--- config.mk ---
export PLATFORM = sky130hd
export DESIGN_NAME = prcc_cmp
export DESIGN_NICKNAME = d
export VERILOG_FILES = /design/src/rtl/phase_row_cross_check_matcher_assert.svh /design/src/rtl/prcc_pkg.sv /design/src/rtl/prcc_cmp.sv
export SDC_FILE = /design/constraint.sdc
export NUM_CORES = 1
export LEC_CHECK = 0
export BUFFER_PORTS_ARGS = -buffer_cell sky130_fd_sc_hd__buf_2
export CORE_ASPECT_RATIO = 0.9
export CORE_MARGIN = 2
export CORE_UTILIZATION = 30
export DETAILED_ROUTE_END_ITERATION = 6
export SLEW_MARGIN = 25
export SYNTH_ARGS = -nofsm -noshare
export SYNTH_HDL_FRONTEND = slang
export SYNTH_SLANG_ARGS = --single-unit
--- constraint.sdc ---
create_clock -name vclk -period 3.7
set_clock_uncertainty 0.15 [all_clocks]
set_input_delay 0.185 -clock vclk [all_inputs]
set_output_delay 0.185 -clock vclk [all_outputs]
set_load 0.03 [all_outputs]
--- src/rtl/phase_row_cross_check_matcher_assert.svh ---
// Assertion macros for the phase row cross-check matcher.
// Used by the top level; no other dependencies.
`ifndef PHASE_ROW_CROSS_CHECK_MATCHER_ASSERT_SVH
`define PHASE_ROW_CROSS_CHECK_MATCHER_ASSERT_SVH
`ifndef SYNTHESIS
// Check a property on every rising edge outside reset.
`define PRCC_ASSERT(lbl, clk, rst, prop) \
  lbl: assert property (@(posedge clk) disable iff (rst) prop) \
    else $error("phase row matcher assertion failed");
// Check a property on every rising edge, reset included.
`define PRCC_ASSERT_ALWAYS(lbl, clk, prop) \
  lbl: assert property (@(posedge clk) prop) \
    else $error("phase row matcher assertion failed");
`else
`define PRCC_ASSERT(lbl, clk, rst, prop)
`define PRCC_ASSERT_ALWAYS(lbl, clk, prop)
`endif
`endif

--- src/rtl/prcc_pkg.sv ---
// Package for the phase row cross-check matcher: widths, register map,
// request codes and sequencer states. No dependencies.
`timescale 1ns / 1ps
package prcc_pkg;

  localparam int PHASE_W = 20;
  localparam int COL_W   = 10;
  localparam int TAG_W   = 12;
  localparam int RW_W    = 11;
  localparam int ADDR_W  = 4;
  localparam int DATA_W  = 32;

  localparam logic [PHASE_W-1:0] MIN_PHASE_RST = 20'd25736; // two pi, Q8.12
  localparam logic [PHASE_W-1:0] THRESH_RST    = 20'd41;    // 0.01, Q8.12
  localparam logic [RW_W-1:0]    ROW_WIDTH_RST = 11'd1024;

  typedef logic [1:0] reg_idx_t;
  localparam reg_idx_t REG_MIN_PHASE = 2'd0;
  localparam reg_idx_t REG_THRESHOLD = 2'd1;
  localparam reg_idx_t REG_ROW_WIDTH = 2'd2;

  localparam logic REQ_LOAD  = 1'b0;
  localparam logic REQ_QUERY = 1'b1;

  typedef enum logic [2:0] {
    ST_IDLE,
    ST_LREAD,
    ST_LCHK,
    ST_SCAN_R,
    ST_SCAN_L,
    ST_DONE
  } state_t;

endpackage

--- src/rtl/prcc_cmp.sv ---
// Shared phase compare unit: absolute difference against the match threshold.
// Depends on prcc_pkg.
`timescale 1ns / 1ps
module prcc_cmp (
  input  logic [prcc_pkg::PHASE_W-1:0] phase_a,
  input  logic [prcc_pkg::PHASE_W-1:0] phase_b,
  input  logic [prcc_pkg::PHASE_W-1:0] threshold,
  output logic                         hit
);
  import prcc_pkg::*;

  logic [PHASE_W-1:0] diff;

  always_comb begin
    diff = (phase_a > phase_b) ? (phase_a - phase_b) : (phase_b - phase_a);
    hit  = (diff <= threshold);
  end

endmodule

==> results of run 1 <==
-- through the flow --
| step | cells | area [um2] | TNS [ns] | hold WS (ns) |
|---|---|---|---|---|
| finish | 580 | 3610 | -0.173 | 0.821 |
| global route | 580 | 3610 | -0.407 | 0.843 |
| CTS | 576 | 3480 | -0.283 | 0.811 |
| detailed placement | 575 | 3440 | -0.422 | 0.828 |
| global placement | 575 | 3440 | -0.412 | 0.827 |
| floorplan | 357 | 2560 | 0 | 0.684 |
-- cell usage in the layout, fill, tap and decap left out, types with 2 or more instances in the layout --
cell / Yosys / final
a211oi_2: 3 / 3
a21boi_0: 2 / 2
a21o_1: 25 / 25
a21oi_1: 36 / 35
a21oi_2: 1 / 2
a221o_1: 2 / 2
a221oi_2: 1 / 3
a31oi_1: 5 / 3
and2_1: 2 / 2
and3_1: 2 / 2
buf_2: 11 / 59
buf_4: 1 / 79
fa_2: 0 / 2
ha_1: 59 / 57
ha_4: 0 / 2
inv_1: 64 / 62
mux2i_1: 16 / 15
nand2_1: 15 / 15
nand3_1: 6 / 5
nand4_1: 11 / 11
nor2_1: 13 / 11
nor2_2: 0 / 2
nor2b_1: 3 / 3
nor3_1: 6 / 5
o211ai_1: 2 / 2
o21a_1: 2 / 2
o21ai_0: 20 / 18
o21ai_1: 1 / 3
o21bai_1: 3 / 3
o221ai_1: 3 / 3
or3_1: 2 / 2
xnor2_1: 10 / 9
xor2_1: 8 / 8
-- cells by family after synthesis --
kind of cell               share of synthesized area
AOI/OAI and AO/OA                              0.302
muxes                                         0.0671
adders and majority gates                      0.304
and+or+nand+nor                                0.129
xor gates and xnor gates                      0.0617
buffers and inverters                          0.137
-- area by class of cell --
class                           instances  share of cell area
Tap cell                               99              0.0343
Timing Repair Buffer                  140               0.255
Multi-Input combinational cell        277               0.644
Inverter                               64              0.0673
-- per-layer routing --
layer  vias to the layer above  global-route usage  share of wire
met5                         -                   0              0
met4                         0             0.00901         0.0057
met3                         6             0.00770          0.050
met2                        79               0.274           0.44
li1                       1504                   -              -
met1                      1304               0.242           0.50
-- power breakdown --
| group | total (mW) | leakage, nW | internal (mW) | switching, mW |
|---|---|---|---|---|
| clock network | 0 | 0 | 0 | 0 |
| logic | 0.711 | 2.05 | 0.353 | 0.358 |
| registers | 0 | 0 | 0 | 0 |
-- Yosys cell counts, types with 2 or more instances --
cell type	number	area (um2)
a221o_1	2	20.0
nand3_1	6	30.0
a31oi_1	5	31.3
nand4_1	11	68.8
o221ai_1	3	26.3
buf_6	2	22.5
a211oi_1	2	15.0
o21ai_0	20	100
ha_1	59	738
a21boi_0	2	15.0
xor2_1	8	70.1
xnor2_1	10	87.6
a221oi_1	3	26.3
a211oi_2	3	37.5
and3_1	2	12.5
o21bai_1	3	22.5
nor2_1	13	48.8
a21o_1	25	188
and2_1	2	12.5
or3_1	2	12.5
inv_1	64	240
mux2i_1	16	160
o211ai_1	2	15.0
fa_1	2	40.0
buf_2	11	55.1
nor3_1	6	30.0
nand2_1	15	56.3
o21a_1	2	15.0
a21oi_1	36	180
nor2b_1	3	18.8
-- repair_timing --
action                                  CTS  global route
setup buffers                             1             4
pin swaps                                 9            13
hold buffers                              0             0
resized for setup                         9            19
endpoints found under the setup margin    1             1
-- worst paths after layout --
path | slack [ns] | depth (start not counted) | end
setup / recovery | -0.17 | 19 | hit
hold / removal | 0.82 | 5 | hit
==> metrics.yaml, run 1 <==
status: "finished, violations left"
violations: "negative setup slack"
synth_nets: 478
hold_viol: 0
total_power_mw: 0.711
grt_usage: 0.164
fin_crit_ns: 3.87
overflow: 0
vdd_drop_max_mv: 0.0786
io_buffer_count: 61
powerDensity_nw_per_um2: 197
ys_warn_count: 0
num_antenna_cells: 0
vias: 2893
critical_path_class: "in2out"
hp-start: "threshold[0]"
clkbuf_count: 0
wl_mm: 7.74
crit_start: "phase_b[0]"
antenna_found_initial: 0
setup_viol: 1
drv_slew: 0
grt_max_degree: 10
yosys.cell_types.count: 47
cp_max_fo: 2
drtIter0Drc: 147
end_kind: "output port"
first_pass_iters: 4
area_growth_pct: 41.2
seq_area_um2: 0
placementRows: 31
grt_pass1_wl_mm: 12.8
avgRoutedWirePerCell_um: 13.3
grt_pass1_vias: 2875
cp_data_arrival_time_ns: 3.54
critPathSlowestCell: "fa_2"
gp_congestion: 0.948
drcViolationCount: 0
drv_cap: 0
final_nets: 604
start_util: 0.314
die_h_um: 91.6
worstPathRequired_ns: 3.37
avgViaCountPerCell: 4.99
setup_ws_ns: -0.173
io_pins: 61
slew_headroom: 0.708
dp_hpwl_mm: 6.86
crit_chain: "buf_6 > inv_4 > ha_4 > inv_2 > fa_2 > a21o_1 > a221oi_2 > o221ai_2 > a21o_1 > a221oi_2 > mux2i_1 > xor2_1 > ha_1 > nand4_1 > nor4_2 > o21ai_1 > o2111ai_1 > o21ai_1 > buf_4"
cp_top_family: "compound AO/OA/AOI/OAI gates"
p_leak_nw: 2.05
antenna_left: 0
post-route-period-util: 1.05
fmaxAchievable_mhz: 258
coreArea_um2: 8150
postLayoutCoreUtil: 0.443
synth_area_per_cell_um2: 7.16
critPathLaunchType: "input pin"
worstMarginPinSlew_ns: 0.435
min_path_type: "in2out"
drive_gt1_frac: 0.353
die_w_um: 101
rsz0062_at_grt: "yes"
synth_area_um2: 2560
ys_seq_area_frac: 0
multiInputGateArea_um2: 2320
path_buf_inv: 4
pre_cts_ws_ns: -0.422
synthCells: 357
die-area_um2: 9280
critPathMaxStageDelay_ns: 0.33
seq_cell_count: 0
fill_cells: 848
Note: power is estimated with default switching activity, not from simulation.
==> run 2, diff against run 1 <==
Settings changed: CAP_MARGIN from default to 10, CORE_UTILIZATION 30 to 56, PLACE_DENSITY from default to 0.83.
==> run 2 against run 1 <==
  * The flow still finishes with violations (negative setup slack)
  * Routed wire length grew 5.5%
  * Critical path depth grew 3
  * Hold slack lost 0.042 ns
  * Cell count shrank 8.4%
  * Global-route usage grew 13 points
  * Non-clock buffer count shrank 12
  * Cell area shrank 1.4%
  * Maximum frequency shrank 1.8%
  * Die area shrank 45%
  * Count of clock-buffer cells in the layout is the same
==> metrics.yaml, run 2 (synthesis gave the netlist of run 1 again) <==
crit_chain: "buf_2 > inv_1 > ha_2 > inv_1 > fa_2 > a211oi_2 > nor2_2 > nand3_2 > a211oi_4 > nor2_4 > buf_12 > mux2i_1 > xor2_1 > ha_1 > a21o_1 > a21o_1 > a21oi_2 > o21ai_1 > nand2_1 > o2111ai_1 > o21ai_1 > buf_4"
overflow: 0
end_kind: "output port"
hp-start: "threshold[0]"
die-area_um2: 5120
hold_viol: 0
critPathMaxStageDelay_ns: 0.35
p_sw_frac: 0.514
hold_end: "hit"
combPwrFrac: 1.000
slew_headroom: 0.684
seq_area_um2: 0
worstMarginPinSlew_ns: 0.470
fin_crit_ns: 3.94
grt_max_degree: 9
power.internal_mw: 0.364
layout_commonest_cell: "buf_4"
grt_pass1_wl_mm: 11.8
fin_hold_ws_ns: 0.779
rsz0062_at_grt: "yes"
setup_ws_ns: -0.243
gp_congestion: 0.900
cp_data_arrival_time_ns: 3.61
worstPathRequired_ns: 3.37
post-route-period-util: 1.07
status: "finished, violations left"
coreArea_um2: 4430
grt_pass1_vias: 2824
drv_cap: 0
seq_cell_count: 0
mostFrequentLayoutCells: "66 x buf_4, 62 x inv_1, 59 x buf_2"
cts_hold_buf: 0
die_h_um: 68.1
wl_mm: 8.17
io_pins: 61
placementRows: 23
die_w_um: 75.2
io_buffer_count: 61
final_nets: 592
p_sw_mw: 0.385
start_util: 0.577
drive_gt1_frac: 0.358
num_antenna_cells: 0
cp_max_fo: 7
p_clk_frac: 0
drcViolationCount: 0
dp_hpwl_mm: 6.35
critPathSlowestCell: "fa_2"
fill_cells: 293
vias: 3118
antenna_found_initial: 0
antenna_left: 0
drtIter0Drc: 277
p_leak_nw: 1.99
area_growth_pct: 39.2
min_path_type: "in2out"
avgViaCountPerCell: 5.87
hold_depth: 5
avgRoutedWirePerCell_um: 15.4
clkbuf_count: 0
critical_path_class: "in2out"
seq_power_share: 0
grt_usage: 0.289
critPathLaunchType: "input pin"
violations: "negative setup slack"
setup_viol: 1
first_pass_iters: 6
vdd_drop_max_mv: 0.0969
drv_slew: 0
fmaxAchievable_mhz: 254
multiInputGateArea_um2: 2400
postLayoutCoreUtil: 0.803
powerDensity_nw_per_um2: 210
run 2: cell count changes in the layout (fill, tap and decap cells not counted), moves of 2 or more:
cell / delta
a21oi_1: -2
a21oi_2: +2
buf_4: -13
ha_1: -4
ha_2: +3
mux2i_1: -3
mux2i_4: +2
o21ai_0: -2
o21ai_2: +2
run 2: per-stage QoR:
step | std cells | cell area [um2] | setup TNS (ns) | setup WS, ns | total power, mW
detailed placement | 525 | 3300 | -0.358 | -0.358 | 0.643
floorplan | 357 | 2560 | 0 | 0.0159 | 0.417
global route | 531 | 3560 | -0.405 | -0.405 | 0.807
CTS | 527 | 3380 | -0.177 | -0.177 | 0.667
global placement | 525 | 3300 | -0.174 | -0.174 | 0.620
finish | 531 | 3560 | -0.243 | -0.243 | 0.748
run 2: how the worst max path moves through the flow:
stage                to  depth (start not counted)  startpoint
floorplan           hit                         18  phase_a[0]
global placement    hit                         19  phase_b[0]
detailed placement  hit                         19  phase_b[0]
CTS                 hit                         19  phase_b[0]
global route        hit                         20  phase_a[0]
finish              hit                         22  phase_a[0]
run 2: repair_timing:
action,CTS,global route
pin swaps,9,18
endpoints found under the setup margin,1,1
gates resized for setup,15,29
buffers inserted,2,4
gates cloned,0,0
run 2: power groups by stage:
stage / Combinational (mW) / Sequential, mW / Clock, mW
finish: 0.748 / 0 / 0
global route: 0.807 / 0 / 0
CTS: 0.667 / 0 / 0
detailed placement: 0.643 / 0 / 0
global placement: 0.620 / 0 / 0
floorplan: 0.417 / 0 / 0
run 2: cell type report:
type	count	share of cell area
multi-input combinational	277	0.675
inverter	64	0.0682
timing repair buffer	128	0.235
tap	62	0.0218
run 2: critical path: cells and delay by family:
family / cells / cell delay [ns]
mux: 1 / 0.23
buf+inv: 5 / 0.55
xor+xnor: 1 / 0.21
simple gates: 4 / 0.43
fa+ha+maj: 3 / 0.82
compound gates: 8 / 1.16
run 2: metal layers:
| metal | vias to the layer above | wire, um | track usage |
|---|---|---|---|
| met5 | - | 0 | 0 |
| met4 | 0 | 192 | 0.0417 |
| met3 | 32 | 734 | 0.0324 |
| met2 | 187 | 3820 | 0.539 |
| met1 | 1411 | 3420 | 0.364 |
| li1 | 1488 | - | - |
